### src/rtl/core/cartesian_to_polar_degrees_macros.svh
// Assertion helpers shared by the converter modules.
// Each macro expects clk and rst_n in the scope where it is used.
`ifndef CARTESIAN_TO_POLAR_DEGREES_MACROS_SVH
`define CARTESIAN_TO_POLAR_DEGREES_MACROS_SVH

// Same-cycle implication.
`define C2P_CHECK(label, ante, cons, msg) \
    label: assert property (@(posedge clk) disable iff (!rst_n) (ante) |-> (cons)) \
        else $error(msg);

// Next-cycle implication.
`define C2P_CHECK_NEXT(label, ante, cons, msg) \
    label: assert property (@(posedge clk) disable iff (!rst_n) (ante) |=> (cons)) \
        else $error(msg);

`endif

### src/rtl/core/cart2pol_pkg.sv
package cart2pol_pkg;

    localparam int COORD_WIDTH  = 16;
    localparam int RADIUS_WIDTH = 16;
    localparam int ANGLE_WIDTH  = 15;
    localparam int ROOT_BITS    = 16;
    localparam int SUM_WIDTH    = 32;
    localparam int GUARD_BITS   = 16;
    localparam int CX_WIDTH     = COORD_WIDTH + GUARD_BITS + 3;
    localparam int Z_WIDTH      = 25;
    localparam int ZC_WIDTH     = 24;
    localparam int ATAN_IDX_W   = 5;

    localparam logic [ZC_WIDTH-1:0]    DEG90_Q16     = 24'd5898240;
    localparam logic [ZC_WIDTH-1:0]    ROUND_HALF_Q6 = 24'd512;
    localparam logic [ANGLE_WIDTH-1:0] FULL_TURN_Q6  = 15'd23040;
    localparam logic [ANGLE_WIDTH-1:0] HALF_TURN_Q6  = 15'd11520;

    typedef struct packed {
        logic signed [COORD_WIDTH-1:0] x_coord;
        logic signed [COORD_WIDTH-1:0] y_coord;
    } cart2pol_in_t;

    typedef struct packed {
        logic [RADIUS_WIDTH-1:0] radius;
        logic [ANGLE_WIDTH-1:0]  angle_deg;
    } cart2pol_out_t;

    typedef struct packed {
        logic x_neg;
        logic y_neg;
        logic zero;
    } cart2pol_flags_t;

    // Working set that flows through the iteration stages: square-root
    // remainder and partial root, CORDIC vector and angle accumulator.
    typedef struct packed {
        logic [SUM_WIDTH-1:0]       rem;
        logic [ROOT_BITS-1:0]       root;
        logic signed [CX_WIDTH-1:0] cx;
        logic signed [CX_WIDTH-1:0] cy;
        logic signed [Z_WIDTH-1:0]  cz;
        cart2pol_flags_t            flags;
    } cart2pol_iter_t;

    // atan(2^-i) in degrees, Q.16, rounded to nearest.
    function automatic logic signed [Z_WIDTH-1:0] atan_deg_q16(input logic [ATAN_IDX_W-1:0] idx);
        logic signed [Z_WIDTH-1:0] val;
        case (idx)
            5'd0:    val = 25'sd2949120;
            5'd1:    val = 25'sd1740967;
            5'd2:    val = 25'sd919879;
            5'd3:    val = 25'sd466945;
            5'd4:    val = 25'sd234379;
            5'd5:    val = 25'sd117304;
            5'd6:    val = 25'sd58666;
            5'd7:    val = 25'sd29335;
            5'd8:    val = 25'sd14668;
            5'd9:    val = 25'sd7334;
            5'd10:   val = 25'sd3667;
            5'd11:   val = 25'sd1833;
            5'd12:   val = 25'sd917;
            5'd13:   val = 25'sd458;
            5'd14:   val = 25'sd229;
            5'd15:   val = 25'sd115;
            5'd16:   val = 25'sd57;
            5'd17:   val = 25'sd29;
            5'd18:   val = 25'sd14;
            5'd19:   val = 25'sd7;
            5'd20:   val = 25'sd4;
            5'd21:   val = 25'sd2;
            5'd22:   val = 25'sd1;
            default: val = 25'sd0;
        endcase
        return val;
    endfunction

endpackage

### src/rtl/core/cart2pol_stage.sv
module cart2pol_stage #(
    parameter int SHIFT     = 0,
    parameter bit DO_ROOT   = 1'b1,
    parameter bit DO_CORDIC = 1'b1
) (
    input  logic                         clk,
    input  logic                         rst_n,
    input  logic                         in_valid,
    output logic                         in_ready,
    input  cart2pol_pkg::cart2pol_iter_t in_data,
    output logic                         out_valid,
    input  logic                         out_ready,
    output cart2pol_pkg::cart2pol_iter_t out_data
);
    import cart2pol_pkg::*;

    // Root bit decided here, most significant first.
    localparam int ROOT_BIT = DO_ROOT ? (ROOT_BITS - 1 - SHIFT) : 0;
    localparam logic [ATAN_IDX_W-1:0] ATAN_IDX = ATAN_IDX_W'(SHIFT);

    logic                       valid_reg;
    cart2pol_iter_t             data_reg, data_next;
    logic [SUM_WIDTH+1:0]       trial;
    logic                       fits;
    logic signed [CX_WIDTH-1:0] dx, dy;
    logic signed [Z_WIDTH-1:0]  dz;

    assign in_ready = !valid_reg || out_ready;

    always_comb
    begin
        // (root + 2^b)^2 - root^2 = root * 2^(b+1) + 2^(2b)
        trial = ((SUM_WIDTH + 2)'(in_data.root) << (ROOT_BIT + 1))
              + ((SUM_WIDTH + 2)'(1) << (2 * ROOT_BIT));
        fits  = {2'b00, in_data.rem} >= trial;
        dx    = in_data.cx >>> SHIFT;
        dy    = in_data.cy >>> SHIFT;
        dz    = atan_deg_q16(ATAN_IDX);

        data_next = in_data;
        if (DO_ROOT && fits)
        begin
            data_next.rem  = in_data.rem - trial[SUM_WIDTH-1:0];
            data_next.root = in_data.root | (ROOT_BITS'(1) << ROOT_BIT);
        end
        if (DO_CORDIC)
        begin
            if (!in_data.cy[CX_WIDTH-1])
            begin
                data_next.cx = in_data.cx + dy;
                data_next.cy = in_data.cy - dx;
                data_next.cz = in_data.cz + dz;
            end
            else
            begin
                data_next.cx = in_data.cx - dy;
                data_next.cy = in_data.cy + dx;
                data_next.cz = in_data.cz - dz;
            end
        end
    end

    always_ff @(posedge clk or negedge rst_n)
    begin
        if (!rst_n)
        begin
            valid_reg <= 1'b0;
        end
        else if (in_ready)
        begin
            valid_reg <= in_valid;
        end
    end

    always_ff @(posedge clk)
    begin
        if (in_ready && in_valid)
        begin
            data_reg <= data_next;
        end
    end

    assign out_valid = valid_reg;
    assign out_data  = data_reg;

endmodule

### config.mk
export PLATFORM = sky130hd
export DESIGN_NAME = cart2pol_stage
export DESIGN_NICKNAME = d
export VERILOG_FILES = /design/src/rtl/core/cartesian_to_polar_degrees_macros.svh /design/src/rtl/core/cart2pol_pkg.sv /design/src/rtl/core/cart2pol_stage.sv
export SDC_FILE = /design/constraint.sdc
export NUM_CORES = 1
export LEC_CHECK = 0
export BUFFER_PORTS_ARGS = -buffer_cell sky130_fd_sc_hd__buf_2
export CORE_MARGIN = 2
export CORE_UTILIZATION = 55
export DETAILED_ROUTE_END_ITERATION = 8
export GPL_TIMING_DRIVEN = 0
export PLACE_DENSITY = 0.82
export SLEW_MARGIN = 20
export SYNTH_ARGS = -nofsm -noshare
export SYNTH_HDL_FRONTEND = slang
export SYNTH_SLANG_ARGS = --single-unit
### constraint.sdc
create_clock -name clk -period 6 [get_ports clk]
set_input_delay 1.2 -clock clk [delete_from_list [all_inputs] [get_ports clk]]
set_output_delay 1.2 -clock clk [all_outputs]
set_load 0.02 [all_outputs]
* Yosys cells after proc, flatten, opt, wreduce, memory -nomap -nowiden
Cells that the tools add are included. Widths: inputs -> output; s select.
Word-level totals: flip-flop bits (word level) 147, input bits 150, output and inout bits 148, logic and storage cells 23
Operators by class: add/sub/neg operators 7, $lt $le $gt $ge 1, muxes and demuxes 2, reduce and logical (&&, ||, !) cells 3
Operator list (number):
- $mux 95 | 1
- $sub 35x35->35 | 2
- $mux 48 | 1
- $add 35x35->35 | 1
- $add 32x31->33 const B | 1
- $ge 32x33->1 | 1
- $sub 32x32->32 | 1
- $add 25x23->25 const B | 1
- $sub 25x23->25 const B | 1
- $logic_and 1x1->1 | 1
- $logic_not 1->1 | 1
- $logic_or 1x1->1 | 1

* Longest topological paths before layout
depth in word-level cells 3, mapped depth 13, gate-level depth less buffers 13

* Worst setup path after synthesis
Ideal clock, no wire load.
kind input to register, start in out_ready, end reg data_reg, in the netlist out_data[0], enable pin, path buffers 0, slack 0.655 ns, stages on the path 2, data arrival time 4.824 ns, data required time 5.479 ns, library setup time 0.521 ns, cells stage by stage nand2b_1 and2_1
Between the ends: word-level cells in the longest chain between the ends 2
RTL lines:
- from (decl) | RTL line cart2pol_stage.sv:12 | input logic out_ready,
- $logic_or 1x1->1 | RTL line cart2pol_stage.sv:28 | assign in_ready = !valid_reg || out_ready;
- $logic_and 1x1->1 | RTL line cart2pol_stage.sv:77 | if (in_ready && in_valid)
- to (signal assigned) | RTL line cart2pol_stage.sv:79 | data_reg <= data_next;
- to (decl) | RTL line cart2pol_stage.sv:22 | cart2pol_iter_t data_reg, data_next;
No other way between the ends. A chain may end at the register's enable or synchronous reset.

==> results.sh <==
export IMPL_worstSetupStartpoint="in_data[32]"
export IMPL_clock_power_share_pct=31.5
export IMPL_cellPowerDensity_mw_per_mm2=252
export IMPL_r2r_start="out_valid$_DFFE_PN0N_"
export IMPL_die_w_um=150
export IMPL_die_height_um=150
export IMPL_fmax_mhz=237
export IMPL_wirelength_um=39300
export IMPL_io_pin_count=298
export IMPL_critPathKind="in -> reg"
export IMPL_p_leak_nw=6.43
export IMPL_rsz0062_at_grt="false"
export IMPL_crit_path_end="out_data[59]$_DFFE_PP_"
export IMPL_hold_buffers=0
export IMPL_cts_post_setup_buffers_inserted=0
export IMPL_area_delta_synth_final_pct=21.4
export IMPL_cts_tree="done"
export IMPL_power_frac_seq_pct=35.9
export IMPL_cts_made_buffers=17
export IMPL_relSlewSlack_pct=26.2
export IMPL_port_buffers=297
export IMPL_yosysWarnings=0
export IMPL_multi_input_area_mm2=0.00663
export IMPL_worstMarginPinSlew_ns=1.11
export IMPL_fin_crit_sh_pct=70.2
export IMPL_status="finished clean"
export IMPL_synth_cell_types=85
export IMPL_synthesis_instances=1260
export IMPL_antenna_found_initial=8
export IMPL_cp_start_kind="input port"
export IMPL_finalHoldViolations=0
export IMPL_hpwl_um=30800
export IMPL_slowest_stage="a221oi_2"
export IMPL_synth_area_leader_cell="edfxtp_1"
export IMPL_syn_num_nets=1543
export IMPL_num_vias=11200
export IMPL_postLayoutCoreUtil_pct=68.0
export IMPL_grt_start_max_net_pins=55
export IMPL_cpMostUsedCell="o221ai_1"
export IMPL_synthDominantCellAreaShare_pct=37.1
export IMPL_core_area_mm2=0.0210
export IMPL_finClkSkew_ns=0.0147
export IMPL_slowest_delay_ns=0.56
export IMPL_rr_endpoint="out_data[44]$_DFFE_PP_"
export IMPL_syn_avg_cell_area_um2=9.32
export IMPL_crit_chain="buf_2, inv_1, ha_1, buf_6, a21oi_4, nand2_1, o21ai_2, a21oi_1, o41ai_2, o221ai_1, a221oi_2, o221ai_1, mux2i_1, xnor2_1"
export IMPL_start_util_pct=56.0
export IMPL_path_clk_slew_ns=0.07
export IMPL_critPathCaptureType="flip-flop"
export IMPL_cts_num_sinks=146
export IMPL_num_nets_final=1861
export IMPL_yosysSeqAreaShare_pct=37.3
export IMPL_internal_power_mw=2.31
export IMPL_n_fill_cell=1747
export IMPL_worst_skew_pair_late_latency_ns=0.43
export IMPL_ys_flop_type="edfxtp_1"
export IMPL_power_switching_share_pct=35.5
export IMPL_fin_crit_ns=4.21
export IMPL_synth_area_mm2=0.0117
export IMPL_path_max_fanout=10
export IMPL_async_flop_share_pct=0.685
export IMPL_ys_top_cells_by_count="145 x edfxtp_1, 144 x a21oi_1, 129 x inv_1, 128 x ha_1, 103 x nor2_1"
export IMPL_cp_required_ns=6.17
export IMPL_hold_path_class="in -> async"
export IMPL_power_mw=3.59
export IMPL_power_frac_comb_pct=32.6
export IMPL_setup_viol=0
export IMPL_num_rows=53
export IMPL_synth_edf_count=145
export IMPL_max_vdd_ir_drop_v=0.000174
export IMPL_drt_iter0_drc=930
export IMPL_post_cts_resized=0
export IMPL_reg2regPathDepth=3
export IMPL_ys_top_cells_by_area="edfxtp_1 37%, ha_1 14%, a21oi_1 6.1%"
export IMPL_grt_overflow=0
export IMPL_first_global_vias=10900
export IMPL_firstDrtPassIters=7
export IMPL_htreeDepth=4
export IMPL_p_sw_mw=1.27
export IMPL_die_area_mm2=0.0225
export IMPL_register_area_mm2=0.00438
export IMPL_vias_per_cell=5.98
export IMPL_cp_arrival_ns=4.38
export IMPL_timing_max_cap_violations=0
export IMPL_detail_route_wl_per_cell_um=21.0
export IMPL_yosysMostFrequentCell="edfxtp_1"
export IMPL_grt_use_total_pct=34.1
export IMPL_cts_max_path_buffers=2
export IMPL_ant_nets=0
export IMPL_ys_seq_elements=146
export IMPL_grt_pass1_wl_um=58200
export IMPL_drc=0
export IMPL_root_buffer="clkbuf_16"
export IMPL_drv_slew=0
export IMPL_rrSetupSlack_ns=4.18
export IMPL_gp_congestion=0.951
export IMPL_drive_gt1_share_pct=24.7
==> routing by layer <==
layer / vias to the layer above / part of all wire (%) / track usage [%]
li1: 5158 / - / -
met4: 2 / 5.2 / 18.6
met2: 660 / 50 / 60.5
met1: 5229 / 37 / 38.8
met5: - / 0.033 / 0
met3: 150 / 8.3 / 6.42
==> cell type report <==
class	count	share of cell area, %
diodes	7	0.123
plain buffers	47	1.70
clock buffers	17	2.98
clock inverters	15	1.34
inverters	131	3.45
multi-input cells	936	46.5
flip-flops and latches	146	30.7
well taps	275	2.41
repair buffers	299	10.8
==> cell usage in the layout, fill, tap and decap left out, types with 9 or more instances in the layout <==
| master | n |
|---|---|
| clkbuf_16 | 17 |
| edfxtp_1 | 145 |
| a21oi_1 | 144 |
| nand4_1 | 15 |
| o21ai_0 | 95 |
| clkbuf_1 | 14 |
| inv_1 | 129 |
| nor3_1 | 20 |
| xnor2_1 | 63 |
| mux2i_1 | 19 |
| ha_1 | 128 |
| xor2_1 | 23 |
| buf_2 | 316 |
| nand2_1 | 81 |
| nor2_1 | 103 |
| o21a_1 | 9 |
| o31ai_1 | 14 |
| o21bai_1 | 23 |
| nor4_1 | 9 |
| a21o_1 | 22 |
| nand3_1 | 13 |
| nand2b_1 | 12 |
| nor2b_1 | 14 |
==> sequential cells by signal, indices dropped and copies added, names as in the netlist <==
name       count
out_data     145
out_valid      1
==> per-stage QoR <==
| stage | hold WS, ns | setup TNS [ns] | instances | worst slack (ns) | area [um^2] |
|---|---|---|---|---|---|
| final | 0.527 | 0 | 1873 | 1.79 | 14300 |
| after CTS | 0.516 | 0 | 1866 | 1.89 | 14200 |
| after global routing | 0.511 | 0 | 1872 | 1.73 | 14300 |
| after floorplan | 0.783 | 0 | 1260 | 0.655 | 11700 |
| after global placement | 0.544 | -69.07 | 1832 | -0.490 | 13600 |
| after detailed placement | 0.571 | 0 | 1834 | 1.46 | 13600 |
==> power groups by stage <==
stage / Combinational [mW] / Sequential [mW] / Clock (mW)
floorplan: 0.636 / 1.44 / 0
global placement: 1.11 / 1.32 / 0
detailed placement: 1.14 / 1.31 / 0
CTS: 1.15 / 1.29 / 1.14
global route: 1.26 / 1.30 / 1.19
finish: 1.17 / 1.29 / 1.13
==> worst max-delay path: cells and delay by family <==
family | cells | cell delay (ns)
AOI/OAI and AO/OA | 7 | 2.05
buffers and inverters | 3 | 0.34
adders and majority gates | 1 | 0.33
muxes | 1 | 0.24
and+or+nand+nor | 1 | 0.13
xor gates and xnor gates | 1 | 0.09
==> how the worst min path moves through the flow <==
stage	from	endpoint	slack, ns
finish	rst_n	out_valid$_DFFE_PN0N_	0.53
CTS	rst_n	out_valid$_DFFE_PN0N_	0.52
detailed placement	out_valid$_DFFE_PN0N_	out_valid$_DFFE_PN0N_	0.57
floorplan	out_valid$_DFFE_PN0N_	out_valid$_DFFE_PN0N_	0.78
global route	rst_n	out_valid$_DFFE_PN0N_	0.51
global placement	out_valid$_DFFE_PN0N_	out_valid$_DFFE_PN0N_	0.54
==> logic make-up after synthesis <==
kind of cell               count (synthesis)  share of synthesized area (%)
muxes                                     20                           1.72
buffers and inverters                    178                           6.25
adders and majority gates                133                           14.5
AOI/OAI and AO/OA                        395                           21.6
DFF                                      146                           37.3
xor gates and xnor gates                  86                           6.42
and+or+nand+nor                          302                           12.3
(Power assumes the default switching activity.)
