$ cat config.mk
export PLATFORM = sky130hd
export DESIGN_NAME = cart2pol_post
export DESIGN_NICKNAME = d
export VERILOG_FILES = /design/src/rtl/core/cart2pol_pkg.sv /design/src/rtl/core/cart2pol_post.sv
export VERILOG_INCLUDE_DIRS = /design/src /design/src/rtl/core
export SDC_FILE = /design/constraint.sdc
export NUM_CORES = 1
export LEC_CHECK = 0
export ABC_AREA = 1
export BUFFER_PORTS_ARGS = -buffer_cell sky130_fd_sc_hd__buf_2
export CORE_MARGIN = 3
export CORE_UTILIZATION = 51
export CTS_CLUSTER_DIAMETER = 120
export DETAILED_ROUTE_END_ITERATION = 8
export GPL_ROUTABILITY_DRIVEN = 0
export PLACE_DENSITY = 0.88
export SLEW_MARGIN = 15
export SYNTH_ARGS = -nofsm -noshare
export SYNTH_HDL_FRONTEND = slang
export SYNTH_SLANG_ARGS = --single-unit
$ cat constraint.sdc
create_clock -name clk -period 6.4 [get_ports clk]
set_input_delay 1.6 -clock clk [delete_from_list [all_inputs] [get_ports clk]]
set_output_delay 1.6 -clock clk [all_outputs]
set_load 0.05 [all_outputs]
$ cat src/rtl/core/cartesian_to_polar_degrees_macros.svh
// Assertion helpers shared by the converter modules.
// Each macro expects clk and rst_n in the scope where it is used.
`ifndef CARTESIAN_TO_POLAR_DEGREES_MACROS_SVH
`define CARTESIAN_TO_POLAR_DEGREES_MACROS_SVH

// Same-cycle implication.
`define C2P_CHECK(label, ante, cons, msg) \
    label: assert property (@(posedge clk) disable iff (!rst_n) (ante) |-> (cons)) \
        else $error(msg);

// Next-cycle implication.
`define C2P_CHECK_NEXT(label, ante, cons, msg) \
    label: assert property (@(posedge clk) disable iff (!rst_n) (ante) |=> (cons)) \
        else $error(msg);

`endif

$ cat src/rtl/core/cart2pol_pkg.sv
package cart2pol_pkg;

    localparam int COORD_WIDTH  = 16;
    localparam int RADIUS_WIDTH = 16;
    localparam int ANGLE_WIDTH  = 15;
    localparam int ROOT_BITS    = 16;
    localparam int SUM_WIDTH    = 32;
    localparam int GUARD_BITS   = 16;
    localparam int CX_WIDTH     = COORD_WIDTH + GUARD_BITS + 3;
    localparam int Z_WIDTH      = 25;
    localparam int ZC_WIDTH     = 24;
    localparam int ATAN_IDX_W   = 5;

    localparam logic [ZC_WIDTH-1:0]    DEG90_Q16     = 24'd5898240;
    localparam logic [ZC_WIDTH-1:0]    ROUND_HALF_Q6 = 24'd512;
    localparam logic [ANGLE_WIDTH-1:0] FULL_TURN_Q6  = 15'd23040;
    localparam logic [ANGLE_WIDTH-1:0] HALF_TURN_Q6  = 15'd11520;

    typedef struct packed {
        logic signed [COORD_WIDTH-1:0] x_coord;
        logic signed [COORD_WIDTH-1:0] y_coord;
    } cart2pol_in_t;

    typedef struct packed {
        logic [RADIUS_WIDTH-1:0] radius;
        logic [ANGLE_WIDTH-1:0]  angle_deg;
    } cart2pol_out_t;

    typedef struct packed {
        logic x_neg;
        logic y_neg;
        logic zero;
    } cart2pol_flags_t;

    // Working set that flows through the iteration stages: square-root
    // remainder and partial root, CORDIC vector and angle accumulator.
    typedef struct packed {
        logic [SUM_WIDTH-1:0]       rem;
        logic [ROOT_BITS-1:0]       root;
        logic signed [CX_WIDTH-1:0] cx;
        logic signed [CX_WIDTH-1:0] cy;
        logic signed [Z_WIDTH-1:0]  cz;
        cart2pol_flags_t            flags;
    } cart2pol_iter_t;

    // atan(2^-i) in degrees, Q.16, rounded to nearest.
    function automatic logic signed [Z_WIDTH-1:0] atan_deg_q16(input logic [ATAN_IDX_W-1:0] idx);
        logic signed [Z_WIDTH-1:0] val;
        case (idx)
            5'd0:    val = 25'sd2949120;
            5'd1:    val = 25'sd1740967;
            5'd2:    val = 25'sd919879;
            5'd3:    val = 25'sd466945;
            5'd4:    val = 25'sd234379;
            5'd5:    val = 25'sd117304;
            5'd6:    val = 25'sd58666;
            5'd7:    val = 25'sd29335;
            5'd8:    val = 25'sd14668;
            5'd9:    val = 25'sd7334;
            5'd10:   val = 25'sd3667;
            5'd11:   val = 25'sd1833;
            5'd12:   val = 25'sd917;
            5'd13:   val = 25'sd458;
            5'd14:   val = 25'sd229;
            5'd15:   val = 25'sd115;
            5'd16:   val = 25'sd57;
            5'd17:   val = 25'sd29;
            5'd18:   val = 25'sd14;
            5'd19:   val = 25'sd7;
            5'd20:   val = 25'sd4;
            5'd21:   val = 25'sd2;
            5'd22:   val = 25'sd1;
            default: val = 25'sd0;
        endcase
        return val;
    endfunction

endpackage

$ cat src/rtl/core/cart2pol_post.sv
`include "cartesian_to_polar_degrees_macros.svh"

module cart2pol_post (
    input  logic                         clk,
    input  logic                         rst_n,
    input  logic                         in_valid,
    output logic                         in_ready,
    input  cart2pol_pkg::cart2pol_iter_t in_data,
    output logic                         out_valid,
    input  logic                         out_stall,
    output cart2pol_pkg::cart2pol_out_t  out_data
);
    import cart2pol_pkg::*;

    logic                      valid_reg;
    cart2pol_out_t             data_reg, data_next;
    logic [ZC_WIDTH-1:0]       z_clamped;
    logic [ZC_WIDTH-1:0]       z_rounded;
    logic [ANGLE_WIDTH-1:0]    t_quad;
    logic [ANGLE_WIDTH-1:0]    angle_raw;
    logic [RADIUS_WIDTH:0]     root_up;

    assign in_ready = !valid_reg || !out_stall;

    always_comb
    begin
        if (in_data.cz[Z_WIDTH-1])
        begin
            z_clamped = '0;
        end
        else if (in_data.cz[ZC_WIDTH-1:0] > DEG90_Q16)
        begin
            z_clamped = DEG90_Q16;
        end
        else
        begin
            z_clamped = in_data.cz[ZC_WIDTH-1:0];
        end
        z_rounded = (z_clamped + ROUND_HALF_Q6) >> 10;
        t_quad    = z_rounded[ANGLE_WIDTH-1:0];

        case ({in_data.flags.y_neg, in_data.flags.x_neg})
            2'b00:   angle_raw = t_quad;
            2'b01:   angle_raw = HALF_TURN_Q6 - t_quad;
            2'b11:   angle_raw = HALF_TURN_Q6 + t_quad;
            2'b10:   angle_raw = FULL_TURN_Q6 - t_quad;
            default: angle_raw = t_quad;
        endcase

        if (in_data.flags.zero)
        begin
            data_next.angle_deg = '0;
        end
        else if (angle_raw >= FULL_TURN_Q6)
        begin
            data_next.angle_deg = angle_raw - FULL_TURN_Q6;
        end
        else
        begin
            data_next.angle_deg = angle_raw;
        end

        // Round to nearest: the remainder is s - q^2.
        root_up = {1'b0, in_data.root}
                + (RADIUS_WIDTH + 1)'(in_data.rem > SUM_WIDTH'(in_data.root));
        data_next.radius = root_up[RADIUS_WIDTH] ? '1 : root_up[RADIUS_WIDTH-1:0];
    end

    always_ff @(posedge clk or negedge rst_n)
    begin
        if (!rst_n)
        begin
            valid_reg <= 1'b0;
        end
        else if (in_ready)
        begin
            valid_reg <= in_valid;
        end
    end

    always_ff @(posedge clk)
    begin
        if (in_ready && in_valid)
        begin
            data_reg <= data_next;
        end
    end

    assign out_valid = valid_reg;
    assign out_data  = data_reg;

    `C2P_CHECK(zero_radius_zero_angle, out_valid && out_data.radius == '0, out_data.angle_deg == '0, "zero radius with nonzero angle")
    `C2P_CHECK(angle_below_full_turn, out_valid, out_data.angle_deg < FULL_TURN_Q6, "angle not wrapped below a full turn")
    `C2P_CHECK_NEXT(taken_result_clears, out_valid && !out_stall && !in_valid, !out_valid, "delivered result repeated")

endmodule

### Word-level counts from Yosys, hierarchy flattened

Index checks and enable logic that the tools add are counted.

| operators by class | value |
|---|---|
| add/sub/neg operators | 6 |
| magnitude comparators | 3 |
| equality and inequality tests | 3 |
| multiplexer cells | 4 |
| reductions and logical operators | 5 |

Operator list:

| kind | count |
|---|---|
| 15-bit case mux with 4 select lines | 1 |
| 24-bit 2-to-1 mux | 2 |
| 32-bit by 16-bit > comparator with 1-bit output | 1 |
| 24-bit by 10-bit adder with 24-bit output, second input constant | 1 |
| 24-bit by 23-bit > comparator with 1-bit output, second input constant | 1 |
| 16-bit by 1-bit adder with 17-bit output | 1 |
| 14-bit by 14-bit adder with 15-bit output, first input constant | 1 |
| 15-bit greater-or-equal comparator, second input constant | 1 |
| 15-bit 2-to-1 mux | 1 |
| 14-bit by 14-bit subtractor with 15-bit output, first input constant | 1 |
| 15-bit by 14-bit subtractor with 15-bit output, first input constant | 1 |
| 15-bit subtractor, second input constant | 1 |
| 2-bit == test, second input constant | 2 |
| 2-bit by 1-bit == test with 1-bit output, second input constant | 1 |
| 1-bit logical NOT | 2 |
| 2-bit logical NOT | 1 |
| 1-bit logical AND | 1 |
| 1-bit logical OR | 1 |

| word-level totals | value |
|---|---|
| register bits | 32 |
| bits of input ports | 150 |
| output and inout port bits | 33 |
| logic and storage cells | 24 |

### Logic depth before layout (Yosys ltp)

| logic depth | value |
|---|---|
| depth in word-level cells | 8 |
| depth in mapped cells | 34 |
| gate-level depth less buffers | 33 |

### Worst setup path before layout

Ideal clock, no wire load.

| timing | value |
|---|---|
| path kind | input to register |
| start | in in_data[17] (netlist bit) |
| end | reg data_reg, in the netlist out_data[10], data pin |
| library setup time | 0.254 ns |
| data arrival time | 4.768 ns |
| required time | 6.146 ns |
| path slack | 1.379 ns |
| stages on the path | 32 |
| path buffers | 1 |
| cells stage by stage | nor2_1 nand2_1 nor2_1 nand3_2 nand2_4 buf_6 nand2_1 nor2_1 ha_1 nand3_2 nand2_2 ha_1 inv_1 nor2_1 nand3_2 nor2_2 nand3_1 nand2_1 nand2_1 nand2_1 nand3_1 a21oi_2 inv_1 ha_1 inv_1 nand3_1 o21ai_2 nand2_2 nand2_4 nand2_1 nand2_1 nor2_2 |

| on the way | value |
|---|---|
| cells in the longest elaborated chain, start to end | 8 |
| elaborated cells between the ends (all ways) | 11 |
| those cells by class | add/sub (5); order compare (2); mux (4) |

Ends and longest elaborated chain:

| item | line | text |
|---|---|---|
| start: declaration | cart2pol_post.sv:8 | `input cart2pol_pkg::cart2pol_iter_t in_data,` |
| 24-bit by 23-bit > comparator with 1-bit output | cart2pol_post.sv:31 | `else if (in_data.cz[ZC_WIDTH-1:0] > DEG90_Q16)` |
| 24-bit 2-to-1 mux * | cart2pol_post.sv:31 |  |
| 24-bit 2-to-1 mux * | cart2pol_post.sv:27 | `if (in_data.cz[Z_WIDTH-1])` |
| 24-bit by 10-bit adder with 24-bit output * | cart2pol_post.sv:39 | `z_rounded = (z_clamped + ROUND_HALF_Q6) >> 10;` |
| 15-bit by 14-bit subtractor with 15-bit output, or another cell as far along | cart2pol_post.sv:46 | `2'b10: angle_raw = FULL_TURN_Q6 - t_quad;` |
| 15-bit case mux with 4 select lines * | cart2pol_post.sv:42 | `case ({in_data.flags.y_neg, in_data.flags.x_neg})` |
| 15-bit subtractor or 15-bit greater-or-equal comparator (tied branches) | cart2pol_post.sv:56, cart2pol_post.sv:54 |  |
| 15-bit 2-to-1 mux * | cart2pol_post.sv:54 | `else if (angle_raw >= FULL_TURN_Q6)` |
| end signal: assignment | cart2pol_post.sv:85 | `data_reg <= data_next;` |
| end: declaration | cart2pol_post.sv:16 | `cart2pol_out_t data_reg, data_next;` |

Every way passes the cells marked *; elsewhere a longest branch is shown, timed or not.
A chain may end at the register's enable or synchronous reset.

### Worst setup path after layout

| timing | value |
|---|---|
| start | in in_data[5] (netlist bit) |
| end | reg data_reg, in the netlist out_data[10], data pin |

Same word-level chain as after synthesis.

==> impl_metrics.tcl <==
set metrics [dict create \
    outcome "completed" \
    drive_gt1_share_pct 27.4 \
    num_io_pins 183 \
    cts_root_buf "clkbuf_8" \
    grt_max_degree 32 \
    yosys.area.top_type "edfxtp_1" \
    antenna_cells 0 \
    tightest_slew_ns 0.909 \
    cts_buffers 5 \
    power_density_mw_per_mm2 162 \
    finalMaxSlewViolations 0 \
    skew_ns 0.00413 \
    nFillCells 592 \
    syn-cell-area_mm2 0.00365 \
    core_mm2 0.00687 \
    hold_viol_final 0 \
    period_needed_ns 5.46 \
    period_share_pct 85.2 \
    tns_ns 0 \
    slew_headroom_pct 39.2 \
    synth_area_leaders "edfxtp_1 (25%), nand2_1 (14%), ha_1 (9.3%)" \
    portBuffers 112 \
    start_util_pct 53.2 \
    crit_buf_inv 4 \
    cts_tree "built" \
    post_drt_wl_per_cell_um 12.1 \
    synth_fa_ha_area_share_pct 9.25 \
    async_flop_share_pct 3.13 \
    synth_edf_count 31 \
    critPathSlowestCell "ha_1" \
    synth-simple-area-share_pct 42.9 \
    final_antenna_net_count 0 \
    cts.reportedPaths.clkPinSlew_ns 0.07 \
    die_y_um 90.6 \
    dr_total_vias 3994 \
    synth_common_cells "nand2_1 (134), inv_1 (83), nor2_1 (61)" \
    synth.most_common_cell "nand2_1" \
    die_area_mm2 0.00821 \
    drc 0 \
    fin_total_pwr_mw 0.714 \
    dr.first_iter.drc_count 237 \
    setup_viol 0 \
    ctsResizeCount 0 \
    wl_mm 9.14 \
    synth.top_cell.area_share_pct 25.5 \
    whs_ns 0.576 \
    post_cts_buffers 0 \
    synth_top_family_by_area "simple AND/OR/NAND/NOR gates" \
    grt_pass1_wl_mm 15.7 \
    synthToLayoutAreaGrowth_pct 21.0 \
    vdd_drop_max_v 0.0000707 \
    cpMostUsedCell "nand2_1" \
    synth.distinct_cells 43 \
    syn_avg_cell_area_um2 6.72 \
    worst-setup-path-type "input pin to register" \
    cp_data_arrival_time_ns 5.50 \
    antenna_found_initial 0 \
    htreeDepth 2 \
    cp_max_fo 24 \
    cts.sinks 32 \
    cp.required_ns 6.44 \
    max_clock_freq_mhz 183 \
    clock_path_buffers 2 \
    crit_family "simple AND/OR/NAND/NOR gates" \
    via_per_inst 5.30 \
    syn-num-nets 720 \
    hold_buffers 0 \
    yosysSeqAreaShare_pct 26.2 \
    synthCells 543 \
    p_leak_nw 2.26 \
    maxCapViolations 0 \
    fp.dieW_um 90.6 \
    grt_pass1_vias 3826 \
    dp_hpwl_mm 7.58 \
    dr.pass1.iters 5 \
    grt_usage_pct 22.4 \
    synth-compound-area-share_pct 10.8 \
    critPathCaptureType "register" \
    rsz0062_at_grt "false" \
    grt_overflow 0 \
    yosysWarnings 0 \
    max_stage_delay_ns 0.26 \
    worstSetupStartpointType "input pin" \
    synth.mux.area_fraction_pct 0 \
    synth_xor_area_share_pct 0.480 \
    synth_seq_cells 32 \
    holdCritPathClass "register to register" \
    rows 30 \
    nets 834 \
    clk_latency_ns 0.29 \
    synth_ff_type "edfxtp_1" \
]
## layout make-up
class	count	area (um2)	share of cell area (%)
Clock inverter	3	42.5	0.963
Timing Repair Buffer	112	561	12.7
Tap cell	96	120	2.72
Multi-Input combinational cell	416	2330	52.8
Sequential cell	32	956	21.6
Clock buffer	5	68.8	1.56
Inverter	90	338	7.65
## where the power goes
group / switching [mW] / total, mW / internal (mW) / leakage, nW
clock network: 0.0761 / 0.191 / 0.115 / 0.0541
registers: 0.00365 / 0.251 / 0.247 / 0.312
logic: 0.186 / 0.272 / 0.0854 / 1.89
## metal layers
metal | routed length [um] | share of wire, % | vias to the layer above | track usage [%]
met3 | 481 | 5.3 | 38 | 3.50
met1 | 3840 | 42 | 1791 | 26.0
met5 | 0 | 0 | - | 0
li1 | - | - | 2032 | -
met4 | 360 | 3.9 | 0 | 10.7
met2 | 4460 | 49 | 133 | 40.0
## kinds of logic after synthesis
kind of cell	after synthesis
AOI/OAI and AO/OA	63
adders and majority gates	27
buffers and inverters	95
other	1
xor gates and xnor gates	2
and+or+nand+nor	323
DFF	32
## metrics by stage
stage	cell area, um2	setup WS [ns]	instances	util, %
after floorplan	3650	1.38	543	-
after global placement	4310	0.825	746	62.7
after detailed placement	4310	0.680	746	62.7
after CTS	4420	0.978	754	64.3
after global routing	4420	0.470	754	64.3
final	4420	0.944	754	64.3
## worst min-delay path: stages, from the launching register on
cell and delay (ns):
dfrtp_1 0.41, nand2_1 0.09, nand2_1 0.05
## worst paths after layout
kind,endpoint,from,slack [ns],cells past startpoint
max,out_data[10],in_data[5],0.94,32
min,out_valid,out_valid,0.58,2
max reg2reg,out_data[13],out_valid,4.86,1
min reg2reg,out_valid,out_valid,0.58,2
max in group asynchronous,out_valid,rst_n,5.24,1
min in group asynchronous,out_valid,rst_n,1.07,1
## cells in the final DEF (no fill, tap or decap), types with 5 or more instances in the layout
cell,n
nor3_1,6
nor2_1,61
nand3_1,53
a21oi_2,8
nand3_2,13
inv_2,6
edfxtp_1,31
nor2_2,7
ha_1,27
nand2_1,134
nor4_1,6
nand2_2,14
a21oi_1,16
inv_1,83
buf_2,112
nand4_1,16
clkbuf_8,5
o21ai_0,18
## flip-flops by register name (all words and copies together) (netlist names)
signal,flops
out_data,31
out_valid,1
Note: power is estimated with default switching activity, not from simulation.
