<file path="src/rtl/core/cartesian_to_polar_degrees_macros.svh">
// Assertion helpers shared by the converter modules.
// Each macro expects clk and rst_n in the scope where it is used.
`ifndef CARTESIAN_TO_POLAR_DEGREES_MACROS_SVH
`define CARTESIAN_TO_POLAR_DEGREES_MACROS_SVH

// Same-cycle implication.
`define C2P_CHECK(label, ante, cons, msg) \
    label: assert property (@(posedge clk) disable iff (!rst_n) (ante) |-> (cons)) \
        else $error(msg);

// Next-cycle implication.
`define C2P_CHECK_NEXT(label, ante, cons, msg) \
    label: assert property (@(posedge clk) disable iff (!rst_n) (ante) |=> (cons)) \
        else $error(msg);

`endif

</file>
<file path="src/rtl/core/cart2pol_pkg.sv">
package cart2pol_pkg;

    localparam int COORD_WIDTH  = 16;
    localparam int RADIUS_WIDTH = 16;
    localparam int ANGLE_WIDTH  = 15;
    localparam int ROOT_BITS    = 16;
    localparam int SUM_WIDTH    = 32;
    localparam int GUARD_BITS   = 16;
    localparam int CX_WIDTH     = COORD_WIDTH + GUARD_BITS + 3;
    localparam int Z_WIDTH      = 25;
    localparam int ZC_WIDTH     = 24;
    localparam int ATAN_IDX_W   = 5;

    localparam logic [ZC_WIDTH-1:0]    DEG90_Q16     = 24'd5898240;
    localparam logic [ZC_WIDTH-1:0]    ROUND_HALF_Q6 = 24'd512;
    localparam logic [ANGLE_WIDTH-1:0] FULL_TURN_Q6  = 15'd23040;
    localparam logic [ANGLE_WIDTH-1:0] HALF_TURN_Q6  = 15'd11520;

    typedef struct packed {
        logic signed [COORD_WIDTH-1:0] x_coord;
        logic signed [COORD_WIDTH-1:0] y_coord;
    } cart2pol_in_t;

    typedef struct packed {
        logic [RADIUS_WIDTH-1:0] radius;
        logic [ANGLE_WIDTH-1:0]  angle_deg;
    } cart2pol_out_t;

    typedef struct packed {
        logic x_neg;
        logic y_neg;
        logic zero;
    } cart2pol_flags_t;

    // Working set that flows through the iteration stages: square-root
    // remainder and partial root, CORDIC vector and angle accumulator.
    typedef struct packed {
        logic [SUM_WIDTH-1:0]       rem;
        logic [ROOT_BITS-1:0]       root;
        logic signed [CX_WIDTH-1:0] cx;
        logic signed [CX_WIDTH-1:0] cy;
        logic signed [Z_WIDTH-1:0]  cz;
        cart2pol_flags_t            flags;
    } cart2pol_iter_t;

    // atan(2^-i) in degrees, Q.16, rounded to nearest.
    function automatic logic signed [Z_WIDTH-1:0] atan_deg_q16(input logic [ATAN_IDX_W-1:0] idx);
        logic signed [Z_WIDTH-1:0] val;
        case (idx)
            5'd0:    val = 25'sd2949120;
            5'd1:    val = 25'sd1740967;
            5'd2:    val = 25'sd919879;
            5'd3:    val = 25'sd466945;
            5'd4:    val = 25'sd234379;
            5'd5:    val = 25'sd117304;
            5'd6:    val = 25'sd58666;
            5'd7:    val = 25'sd29335;
            5'd8:    val = 25'sd14668;
            5'd9:    val = 25'sd7334;
            5'd10:   val = 25'sd3667;
            5'd11:   val = 25'sd1833;
            5'd12:   val = 25'sd917;
            5'd13:   val = 25'sd458;
            5'd14:   val = 25'sd229;
            5'd15:   val = 25'sd115;
            5'd16:   val = 25'sd57;
            5'd17:   val = 25'sd29;
            5'd18:   val = 25'sd14;
            5'd19:   val = 25'sd7;
            5'd20:   val = 25'sd4;
            5'd21:   val = 25'sd2;
            5'd22:   val = 25'sd1;
            default: val = 25'sd0;
        endcase
        return val;
    endfunction

endpackage

</file>
<file path="src/rtl/core/cart2pol_pre.sv">
module cart2pol_pre (
    input  logic                        clk,
    input  logic                        rst_n,
    input  logic                        in_valid,
    output logic                        in_ready,
    input  cart2pol_pkg::cart2pol_in_t  in_data,
    output logic                        out_valid,
    input  logic                        out_ready,
    output cart2pol_pkg::cart2pol_iter_t out_data
);
    import cart2pol_pkg::*;

    logic v1_reg, v2_reg, v3_reg;
    logic ready1, ready2, ready3;

    logic [COORD_WIDTH-1:0] ax1_reg, ay1_reg, ax1_next, ay1_next;
    cart2pol_flags_t        flags1_reg, flags1_next;

    logic [COORD_WIDTH-1:0] ax2_reg, ay2_reg;
    logic [SUM_WIDTH-1:0]   sqx_reg, sqy_reg, sqx_next, sqy_next;
    cart2pol_flags_t        flags2_reg;

    cart2pol_iter_t         iter_reg, iter_next;

    assign ready3   = !v3_reg || out_ready;
    assign ready2   = !v2_reg || ready3;
    assign ready1   = !v1_reg || ready2;
    assign in_ready = ready1;

    // Magnitudes fit unsigned in the coordinate width, including the most
    // negative input.
    always_comb
    begin
        flags1_next.x_neg = in_data.x_coord[COORD_WIDTH-1];
        flags1_next.y_neg = in_data.y_coord[COORD_WIDTH-1];
        flags1_next.zero  = (in_data.x_coord == '0) && (in_data.y_coord == '0);
        ax1_next = flags1_next.x_neg ? (~in_data.x_coord + 1'b1) : in_data.x_coord;
        ay1_next = flags1_next.y_neg ? (~in_data.y_coord + 1'b1) : in_data.y_coord;
    end

    always_comb
    begin
        sqx_next = SUM_WIDTH'(ax1_reg) * SUM_WIDTH'(ax1_reg);
        sqy_next = SUM_WIDTH'(ay1_reg) * SUM_WIDTH'(ay1_reg);
    end

    always_comb
    begin
        iter_next.rem   = sqx_reg + sqy_reg;
        iter_next.root  = '0;
        iter_next.cx    = CX_WIDTH'({ax2_reg, {GUARD_BITS{1'b0}}});
        iter_next.cy    = CX_WIDTH'({ay2_reg, {GUARD_BITS{1'b0}}});
        iter_next.cz    = '0;
        iter_next.flags = flags2_reg;
    end

    always_ff @(posedge clk or negedge rst_n)
    begin
        if (!rst_n)
        begin
            v1_reg <= 1'b0;
            v2_reg <= 1'b0;
            v3_reg <= 1'b0;
        end
        else
        begin
            if (ready1)
            begin
                v1_reg <= in_valid;
            end
            if (ready2)
            begin
                v2_reg <= v1_reg;
            end
            if (ready3)
            begin
                v3_reg <= v2_reg;
            end
        end
    end

    always_ff @(posedge clk)
    begin
        if (ready1 && in_valid)
        begin
            ax1_reg    <= ax1_next;
            ay1_reg    <= ay1_next;
            flags1_reg <= flags1_next;
        end
        if (ready2 && v1_reg)
        begin
            ax2_reg    <= ax1_reg;
            ay2_reg    <= ay1_reg;
            sqx_reg    <= sqx_next;
            sqy_reg    <= sqy_next;
            flags2_reg <= flags1_reg;
        end
        if (ready3 && v2_reg)
        begin
            iter_reg <= iter_next;
        end
    end

    assign out_valid = v3_reg;
    assign out_data  = iter_reg;

endmodule

</file>
<file path="config.mk">
export PLATFORM = sky130hd
export DESIGN_NAME = cart2pol_pre
export DESIGN_NICKNAME = d
export VERILOG_FILES = /design/src/rtl/core/cartesian_to_polar_degrees_macros.svh /design/src/rtl/core/cart2pol_pkg.sv /design/src/rtl/core/cart2pol_pre.sv
export SDC_FILE = /design/constraint.sdc
export NUM_CORES = 1
export LEC_CHECK = 0
export CAP_MARGIN = 20
export CORE_ASPECT_RATIO = 1.75
export CORE_UTILIZATION = 57
export DETAILED_ROUTE_END_ITERATION = 10
export DONT_BUFFER_PORTS = 1
export GPL_ROUTABILITY_DRIVEN = 0
export PLACE_DENSITY = 0.7
export SETUP_SLACK_MARGIN = 0.5
export SYNTH_ARGS = -nofsm -noshare
export SYNTH_HDL_FRONTEND = slang
export SYNTH_SLANG_ARGS = --single-unit
</file>
<file path="constraint.sdc">
create_clock -name clk -period 13 [get_ports clk]
set_input_delay 0.65 -clock clk [delete_from_list [all_inputs] [get_ports clk]]
set_output_delay 0.65 -clock clk [all_outputs]
set_load 0.005 [all_outputs]
</file>
Word-level counts from Yosys, hierarchy flattened
Cells that the tools add are included.

word-level totals
  output and inout bits = 148
  input port bits = 36
  register bits = 204

operators by class
  bitwise gates (word level) = 2
  $add $sub $neg = 3
  $mul = 2
  mux-type cells = 2
  reductions and logical operators = 12

operators by type and width
  cell                   number
  $mul 16x16->32         2
  $add 16x1->16 const B  2
  $add 32x32->32         1
  $logic_not 16->1       2
  $not 16->16            2
  $mux 15                2
  $logic_and 1x1->1      4
  $logic_not 1->1        3
  $logic_or 1x1->1       3

Longest topological paths before layout
Gate-level depths: netlist of run 1.

  depth in word-level cells = 5
  depth in mapped cells = 24

Worst setup path after synthesis of run 1
OpenSTA, ideal clock, no wires.

  kind = register -> register
  start point = reg ax1_reg[9]
  end point = reg sqx_reg[30], data pin
  required time = 12.740 ns
  arrival = 5.793 ns
  cell stages (with the launch flop) = 25
  library setup time = 0.260 ns
  setup slack = 6.947 ns
  path through = edfxtp_1 -> clkbuf_1 -> nand2_1 -> inv_1 -> fa_1 -> inv_1 -> fa_1 -> inv_1 -> fa_1 -> inv_1 -> fa_1 -> inv_1 -> fa_1 -> inv_1 -> fa_1 -> inv_1 -> ha_1 -> and3_1 -> and3_1 -> a21oi_1 -> a21o_1 -> a211oi_1 -> a2111oi_0 -> nor2_1 -> xor2_1

on the way
  longest elaborated chain between the ends = 1

RTL lines
  what                    RTL line            text
  from (decl)             cart2pol_pre.sv:16  logic [COORD_WIDTH-1:0] ax1_reg, ay1_reg, ax1_next, ay1_next;
  from (signal assigned)  cart2pol_pre.sv:86  ax1_reg <= ax1_next;
  $mul 16x16->32          cart2pol_pre.sv:43  sqx_next = SUM_WIDTH'(ax1_reg) * SUM_WIDTH'(ax1_reg);
  net sqx_next[30]        cart2pol_pre.sv:20  logic [SUM_WIDTH-1:0] sqx_reg, sqy_reg, sqx_next, sqy_next;
  to (signal assigned)    cart2pol_pre.sv:94  sqx_reg <= sqx_next;
  to (decl)               cart2pol_pre.sv:20

The timed path passes the listed nets, and every way through them passes these cells.
A chain may end at the register's enable or synchronous reset.

Worst setup path in the final report of run 1
Same ends and word-level chain as after synthesis.

==> results.json, run 1 <==
{
  "pin_count_of_the_biggest_net_entering_global_routing": 68,
  "count_of_flip_flops_with_a_built_in_enable_after_synthesis": 197,
  "async_reset_ff_share_pct": 1.50,
  "max_cap_violations": 0,
  "required_ps": 13210,
  "totalNegativeSetupSlack_ps": 0,
  "crit_path_end_kind": "flop",
  "num_antenna_cells": 0,
  "syn_std_cell_area_um2": 23300,
  "hold_viol": 0,
  "largest_stage_delay_on_the_critical_path_ps": 730,
  "routed-via-count": 15000,
  "yosysSeqAreaShare_pct": 25.7,
  "clockRootBuffer": "clkbuf_16",
  "ys_seq_elements": 200,
  "ant_nets": 0,
  "critPathTopFamily": "adder cells",
  "synth.avg_cell_area_um2": 10.3,
  "final_layout_size_suffix_gt1_share_pct": 3.25,
  "grt_antenna_before_repair": 0,
  "first_pass_grt_wire_length_um": 82100,
  "path_clk_slew_ps": 70,
  "worstSetupPathType": "flop to flop",
  "crit_path_cell_trace": "nand2_1 > inv_1 > fa_1 > inv_1 > fa_1 > inv_1 > fa_1 > inv_1 > fa_1 > inv_1 > fa_1 > inv_1 > fa_1 > inv_1 > ha_1 > and3_1 > and3_1 > a21oi_1 > a21o_1 > a211oi_1 > a2111oi_0 > nor2_1 > xor2_1",
  "core_um2": 40200,
  "filler_cell_count": 3384,
  "die_area_um2": 41700,
  "layout-area-overhead-vs-synth_pct": 3.11,
  "portBuffers": 0,
  "r2r_setup_slack_ps": 6070,
  "largest_register_ffs": 67,
  "routedWlPerCell_um": 17.6,
  "netlist_instances": 2268,
  "number_of_vias_per_cell_after_detailed_routing": 5.38,
  "min-delay-path-class": "primary input to flop",
  "drt-pass1-iter-count": 7,
  "max_slew_margin_pct": 32.5,
  "netlist-cell-type-count": 72,
  "layout.nets": 2826,
  "wirelength_um": 49200,
  "final_max_slew_viol_count": 0,
  "status": "complete, no violations",
  "initial_utilization_pct": 58.0,
  "worst_path_most_repeated_cell": "inv_1",
  "synth_top_flop_cell": "edfxtp_1",
  "chipHeight_um": 269,
  "clk_latency_ps": 470,
  "floorplan.io_pins": 184,
  "critical_path.startpoint_type": "flop",
  "placementRows": 97,
  "report.final.setup_viol": 0,
  "number_of_sinks_handled_by_clock_tree_synthesis": 200,
  "globalRoute.totalOverflow": 0,
  "seq_area_um2": 5990,
  "rsz_0062_raised_after_global_routing": "false",
  "timing.final.crit_share_pct": 53.3,
  "clockBufferDepth": 2,
  "first_iter_violations": 687,
  "number_of_global_route_vias_before_repair": 16600,
  "multi_input_comb_area_um2": 14800,
  "synth_warnings": 0,
  "arrival_ps": 7140,
  "tightestPinTransition_ps": 1010,
  "worstPathBufferInverterCount": 7,
  "remaining_drc_errors": 0,
  "critical_path.max_fanout": 18,
  "cts_max_level": 4,
  "cts-buffers-inserted": 17,
  "grtUsageTotal_pct": 25.5,
  "clock-skew-final_ps": 18.8,
  "dieWidth_um": 155,
  "max_clock_freq_ghz": 0.144,
  "critical_path.slowest_cell": "edfxtp_1",
  "detailed_placer_s_ending_hpwl_um": 40600,
  "fin_crit_ps": 6930,
  "clock_tree_from_tritoncts": "built"
}
## stage by stage
step | hold slack, ps | cell area, um^2 | setup WS (ps) | util (%) | cells
3_5_place_dp | 354 | 23500 | 6170 | 58.5 | 2757
6_report | 285 | 24000 | 6070 | 59.8 | 2790
4_1_cts | 270 | 24000 | 6130 | 59.8 | 2790
3_3_place_gp | 354 | 23500 | 6200 | 58.5 | 2756
5_1_grt | 269 | 24000 | 5860 | 59.8 | 2790
2_1_floorplan | 354 | 23600 | 6950 | - | 2346
## logic make-up (layout without fill, tap and decap cells)
kind of cell,Yosys count,after routing,share of synthesized area [%]
adder cells (fa/ha/maj),557,557,40.3
AO/OA/AOI/OAI,256,256,7.64
XOR/XNOR,124,124,4.66
flip-flops,200,200,25.7
multiplexers,3,3,0.145
other,1,79,0.0161
buffers and inverters,660,560,11.9
AND/OR/NAND/NOR,467,467,9.55
## cell usage after synthesis, types with 3 or more instances
library cell / count / area (um^2)
dfrtp_1: 3 / 75.1
o31ai_1: 10 / 75.1
xnor2_1: 94 / 823
and2_1: 83 / 519
a21oi_1: 76 / 380
o211ai_1: 9 / 67.6
nand2_1: 203 / 762
o41ai_1: 5 / 43.8
o22ai_1: 3 / 18.8
a31oi_1: 3 / 18.8
nor4_1: 5 / 31.3
ha_1: 233 / 2920
or2_2: 7 / 43.8
a211oi_1: 8 / 60.1
mux2_2: 3 / 33.8
nor2b_1: 16 / 100
clkbuf_1: 52 / 195
buf_2: 3 / 15.0
o2111ai_1: 3 / 26.3
o21bai_1: 9 / 67.6
a21o_1: 30 / 225
nand2b_1: 13 / 81.3
a211o_1: 4 / 35.0
o21a_1: 7 / 52.6
nand4_1: 10 / 62.6
a21oi_2: 3 / 26.3
buf_4: 80 / 601
edfxtp_1: 197 / 5920
or4_1: 4 / 30.0
fa_1: 324 / 6490
inv_1: 524 / 1970
o21ai_1: 5 / 25.0
and3_1: 23 / 144
o21ai_0: 36 / 180
o311ai_1: 3 / 26.3
nand3_1: 17 / 85.1
nor3_1: 12 / 60.1
xor2_1: 30 / 263
a31o_2: 7 / 61.3
nor2_1: 68 / 255
## final cells by class
type,count,area share (%)
inverters,524,8.19
clock buffers,23,1.91
clock inverters,9,0.302
multi-input cells,1486,61.7
repair buffers,4,0.125
well taps,544,2.83
flip-flops and latches,200,24.9
## layer usage
metal  track usage, %  part of all wire, %  vias up
met5                0                    0        -
met4             11.8                  4.4        0
met3             3.50                  3.8      122
met2             49.8                   57      411
met1             26.3                   35     7530
li1                 -                    -     6949
## path summary, 6_finish.rpt
check | depth (start not counted) | startpoint | end
worst max-delay path | 23 | ax1_reg[9] | sqx_reg[30]
worst min-delay path | 0 | in_data[0] | ay1_reg[0]
worst max register to register | 23 | ax1_reg[9] | sqx_reg[30]
worst min register to register | 0 | ax2_reg[3] | out_data[82]
max in group asynchronous | 1 | rst_n | v2_reg
min in group asynchronous | 1 | rst_n | v1_reg
## worst reg2reg max path, cell delays in order, from the launching register on
cell and delay (ps):
edfxtp_1 730, nand2_1 270, inv_1 80, fa_1 540, inv_1 60, fa_1 540
inv_1 50, fa_1 510, inv_1 60, fa_1 530, inv_1 50, fa_1 480
inv_1 50, fa_1 480, inv_1 50, ha_1 350, and3_1 230, and3_1 180
a21oi_1 200, a21o_1 270, a211oi_1 130, a2111oi_0 580, nor2_1 130, xor2_1 170
## layout by cell type, fill, tap and decap left out, types with 12 or more instances in the layout
cell type | Yosys | routed
nand2b_1 | 13 | 13
conb_1 | 1 | 79
a21oi_1 | 76 | 76
nor2_1 | 68 | 68
fa_1 | 324 | 324
nand2_1 | 203 | 203
xnor2_1 | 94 | 94
edfxtp_1 | 197 | 197
and2_1 | 83 | 80
nor2b_1 | 16 | 16
a21o_1 | 30 | 30
ha_1 | 233 | 233
nor3_1 | 12 | 12
and3_1 | 23 | 23
inv_1 | 524 | 524
nand3_1 | 17 | 17
o21ai_0 | 36 | 36
xor2_1 | 30 | 30
clkbuf_16 | 0 | 17
## timing repair
item	in CTS	in global routing
hold endpoints to repair	3	0
buffers inserted	0	0
hold buffers	1	0
resized for setup	0	0
Power of run 1 is not shown: default switching activity piles up to over one toggle a cycle in this logic, so the estimate is an artifact.
==> run 2: changes to the inputs <==
Settings changed: PLACE_DENSITY 0.7 to 0.73.
Clock period 13 ns to 6.1 ns, I/O delays scaled along.
==> results.json, run 2 (synthesis results as in run 1) <==
{
  "die_area_um2": 41700,
  "number_of_sinks_handled_by_clock_tree_synthesis": 200,
  "layout.nets": 3081,
  "most_common_library_cell_in_the_layout_ignoring_fill_and_taps": "inv_1",
  "timing.final.crit_share_pct": 98.4,
  "ant_nets": 0,
  "max_slew_margin_pct": 29.3,
  "report.final.setup_viol": 0,
  "pin_count_of_the_biggest_net_entering_global_routing": 71,
  "number_of_global_route_vias_before_repair": 17900,
  "most-common-layout-cells": "inv_1 (478), fa_1 (308), ha_1 (204), edfxtp_1 (197), buf_4 (187)",
  "largest_register_ffs": 67,
  "number_of_vias_per_cell_after_detailed_routing": 5.38,
  "status": "complete, no violations",
  "grtUsageTotal_pct": 26.9,
  "layout.cells.non_filler": 3045,
  "globalRoute.totalOverflow": 0,
  "clock_tree_from_tritoncts": "built",
  "placed_cells": 2868,
  "layout.cell_area.non_filler_um2": 27500,
  "portBuffers": 0,
  "clk_latency_ps": 470,
  "max_cap_violations": 0,
  "core_um2": 40200,
  "remaining_drc_errors": 0,
  "placementRows": 97,
  "critical_path.max_fanout": 4,
  "r2r_setup_slack_ps": 100,
  "arrival_ps": 6220,
  "rsz_0062_raised_after_global_routing": "true",
  "tightestPinTransition_ps": 1060,
  "required_ps": 6320,
  "setup_slack_ps": 98.8,
  "path_clk_slew_ps": 90,
  "timing.reg2reg.worst_path_depth": 22,
  "grt_antenna_before_repair": 0,
  "fin_crit_ps": 6000,
  "placedInstanceArea_um2": 24600,
  "hold_viol": 0,
  "clock-skew-final_ps": 17.1,
  "crit_path_end_kind": "flop",
  "num_antenna_cells": 0,
  "clockBufferDepth": 2,
  "wirelength_um": 55200,
  "worst_hold_path.endpoint": "ay1_reg[4]",
  "post-place-ws_ps": -335,
  "worstSetupPathType": "flop to flop",
  "routedWlPerCell_um": 18.1,
  "drt-pass1-iter-count": 6,
  "chipHeight_um": 269,
  "final_layout_size_suffix_gt1_share_pct": 21.9,
  "crit-reg2reg-launch": "ax1_reg[8]",
  "initial_utilization_pct": 58.0,
  "min-delay-path-class": "primary input to flop",
  "endpoint_of_the_most_critical_register_to_register_path": "sqx_reg[28]",
  "first_iter_violations": 790,
  "detailed_placer_s_ending_hpwl_um": 41800,
  "cts_max_level": 4,
  "dieWidth_um": 155,
  "cts-buffers-inserted": 17,
  "routed-via-count": 16400,
  "layout-area-overhead-vs-synth_pct": 17.8,
  "clockRootBuffer": "clkbuf_16",
  "max_clock_freq_ghz": 0.167,
  "floorplan.io_pins": 184,
  "min_path_cells": 1,
  "first_pass_grt_wire_length_um": 86500,
  "hold_path.startpoint": "in_data[4]",
  "final_max_slew_viol_count": 0,
  "critical_path.startpoint_type": "flop"
}
==> run 2: worst max-delay path by stage <==
| stage | from | to | slack (ps) |
|---|---|---|---|
| 6_report | ax1_reg[8] | sqx_reg[28] | 100 |
| 5_1_grt | ax1_reg[8] | sqx_reg[31] | -30 |
| 4_1_cts | ax1_reg[9] | sqx_reg[30] | 150 |
| 3_5_place_dp | ax1_reg[10] | sqx_reg[30] | -330 |
| 3_3_place_gp | ax1_reg[10] | sqx_reg[30] | -280 |
| 2_1_floorplan | ax1_reg[9] | sqx_reg[28] | 330 |
==> run 2: routing by layer <==
metal	share of wire, %	GRT usage [%]
met4	6.3	16.7
met1	34	26.6
met2	56	51.9
met3	4.0	3.54
met5	0	0
==> run 2: metrics by stage <==
step / hold slack [ps] / util, % / setup TNS (ps)
after detailed placement: 9.46 / 61.1 / -376
final: 26.8 / 68.4 / 0
after global routing: 20.0 / 68.4 / -84.4
after global placement: 9.48 / 61.1 / -275
after CTS: 1.48 / 65.9 / 0
after floorplan: 9.41 / - / 0
==> run 2: layout make-up <==
type                    instances  area (um^2)
flip-flops and latches        200         5990
clock buffers                  20          457
well taps                     544          681
inverters                     524         1980
multi-input cells            1486        16000
clock inverters                12          133
fillers                      2770        12700
repair buffers                259         2260
==> run 2: what timing repair did <==
| item | CTS | global route |
|---|---|---|
| endpoints found under the setup margin | 35 | 35 |
| gates cloned | 0 | 1 |
| pin swaps | 76 | 96 |
| setup buffers | 89 | 48 |
| hold buffers | 6 | 1 |
| hold endpoints to repair | 8 | 1 |
| gates resized for setup | 153 | 162 |
==> run 2: worst max-delay path, stage by stage (launching register included) <==
cell and delay [ps]:
edfxtp_1 510, and2_4 210, fa_1 540, inv_2 50
fa_1 520, inv_2 40, fa_1 470, inv_1 50
fa_1 490, inv_1 60, fa_1 480, inv_1 50
fa_1 500, inv_2 50, ha_4 250, and3_4 190
and3_4 190, a21oi_4 50, a21o_4 250, a211o_1 300
a21boi_2 250, a31o_2 200, xor2_1 60
Power of run 2 is left out for the same reason.
==> run 3: changes to the inputs <==
Settings changed: CORE_UTILIZATION 57 to 49, PLACE_DENSITY 0.73 to 0.64.
==> results.json, run 3 (synthesis results as in run 1) <==
{
  "critical_path.max_fanout": 5,
  "drt-pass1-iter-count": 5,
  "ant_nets": 0,
  "remaining_drc_errors": 0,
  "core_um2": 46900,
  "globalRoute.totalOverflow": 0,
  "worstSetupPathType": "flop to flop",
  "placementRows": 105,
  "rsz_0062_raised_after_global_routing": "true",
  "most_common_library_cell_in_the_layout_ignoring_fill_and_taps": "inv_1",
  "crit_path_end_kind": "flop",
  "die_area_um2": 48500,
  "report.final.setup_viol": 0,
  "multi_input_comb_area_um2": 16000,
  "clk_latency_ps": 480,
  "number_of_sinks_handled_by_clock_tree_synthesis": 200,
  "min-delay-path-class": "primary input to flop",
  "layout.nets": 3087,
  "max_cap_violations": 0,
  "cts-buffers-inserted": 17,
  "r2r_setup_slack_ps": 120,
  "critical_path.startpoint_type": "flop",
  "worstSetupEndpoint": "sqx_reg[28]",
  "seq_area_um2": 5990,
  "max_slew_margin_pct": 33.7,
  "path_clk_slew_ps": 80,
  "clock_tree_from_tritoncts": "built",
  "most-common-layout-cells": "inv_1 (489), fa_1 (304), ha_1 (203), edfxtp_1 (197), buf_4 (195)",
  "layout-area-overhead-vs-synth_pct": 18.3,
  "pin_count_of_the_biggest_net_entering_global_routing": 68,
  "placed_cells": 2917,
  "layout.cells.non_filler": 3095,
  "first_pass_grt_wire_length_um": 86800,
  "max_clock_freq_ghz": 0.167,
  "status": "complete, no violations",
  "fin_crit_ps": 5980,
  "final_layout_size_suffix_gt1_share_pct": 21.9,
  "largest_register_ffs": 67,
  "dieWidth_um": 167,
  "wirelength_um": 54300,
  "grt_antenna_before_repair": 0,
  "routed-via-count": 16200,
  "initial_utilization_pct": 49.7,
  "tightestPinTransition_ps": 994,
  "routedWlPerCell_um": 17.6,
  "clock-skew-final_ps": 12.7,
  "first_iter_violations": 755,
  "detailed_placer_s_ending_hpwl_um": 43000,
  "floorplan.io_pins": 184,
  "hold_viol": 0,
  "cts_max_level": 4,
  "final_max_slew_viol_count": 0,
  "required_ps": 6320,
  "clockRootBuffer": "clkbuf_16",
  "timing.final.crit_share_pct": 98.0,
  "endpoint_of_the_most_critical_register_to_register_path": "sqx_reg[28]",
  "crit-reg2reg-launch": "ax1_reg[9]",
  "portBuffers": 0,
  "grtUsageTotal_pct": 22.9,
  "timing.reg2reg.worst_path_depth": 25,
  "num_antenna_cells": 0,
  "chipHeight_um": 290,
  "number_of_global_route_vias_before_repair": 17800,
  "clockBufferDepth": 2,
  "filler_cell_count": 3764,
  "number_of_vias_per_cell_after_detailed_routing": 5.24,
  "arrival_ps": 6200,
  "timing.critical_path.from": "ax1_reg[9]"
}
==> run 3: area by class of cell <==
cell class / instances / area share [%]
clock buffer: 18 / 1.56
tap: 588 / 2.67
clock inverter: 14 / 0.586
sequential: 200 / 21.7
timing repair buffer: 265 / 8.23
inverter: 524 / 7.16
multi-input combinational: 1486 / 58.1
==> run 3: stage by stage <==
stage	utilization, %	hold slack, ps	setup TNS (ps)	setup slack, ps	area [um^2]
global placement	52.5	9.48	-224	-192	24600
floorplan	-	9.41	0	329	24000
finish	58.8	25.4	0	120	27600
detailed placement	52.5	9.47	-378	-224	24600
CTS	56.6	1.65	0	135	26600
global route	58.8	4.69	-202	-74.1	27600
==> run 3: layer usage <==
metal | global-route usage [%] | share of wire, % | vias up
li1 | - | - | 7477
met1 | 23.1 | 35 | 8152
met2 | 45.1 | 57 | 441
met3 | 2.61 | 2.9 | 154
met4 | 12.4 | 5.1 | 0
met5 | 0 | 0 | -
==> run 3: worst min path at each step <==
stage,from,to,cells past startpoint
after floorplan,rst_n,out_valid,0
after global placement,rst_n,v1_reg,0
after detailed placement,rst_n,v1_reg,0
after CTS,in_data[15],ay1_reg[1],2
after global routing,in_data[10],ay1_reg[10],1
final,in_data[15],ay1_reg[1],2
==> run 3: worst max-delay path, stage by stage, from the launching register on <==
cell	delay, ps
edfxtp_1	420
buf_6	140
buf_6	120
nand2_4	60
inv_2	40
fa_1	540
inv_2	40
fa_1	500
inv_1	50
fa_1	480
inv_1	50
fa_1	480
inv_1	50
fa_1	480
inv_1	50
fa_1	490
inv_2	50
ha_4	250
and3_4	180
and3_4	180
a21oi_4	50
a21o_4	250
a211o_1	290
a21boi_2	220
a31o_2	190
xor2_1	50
==> run 3: timing repair <==
| item | CTS | global route |
|---|---|---|
| hold buffers | 9 | 0 |
| hold endpoints to repair | 11 | 0 |
| gates cloned | 0 | 0 |
| buffers inserted | 76 | 61 |
| pin swaps | 63 | 92 |
| resized for setup | 163 | 140 |
| setup endpoints to repair | 34 | 34 |
Power of run 3 is left out for the same reason.
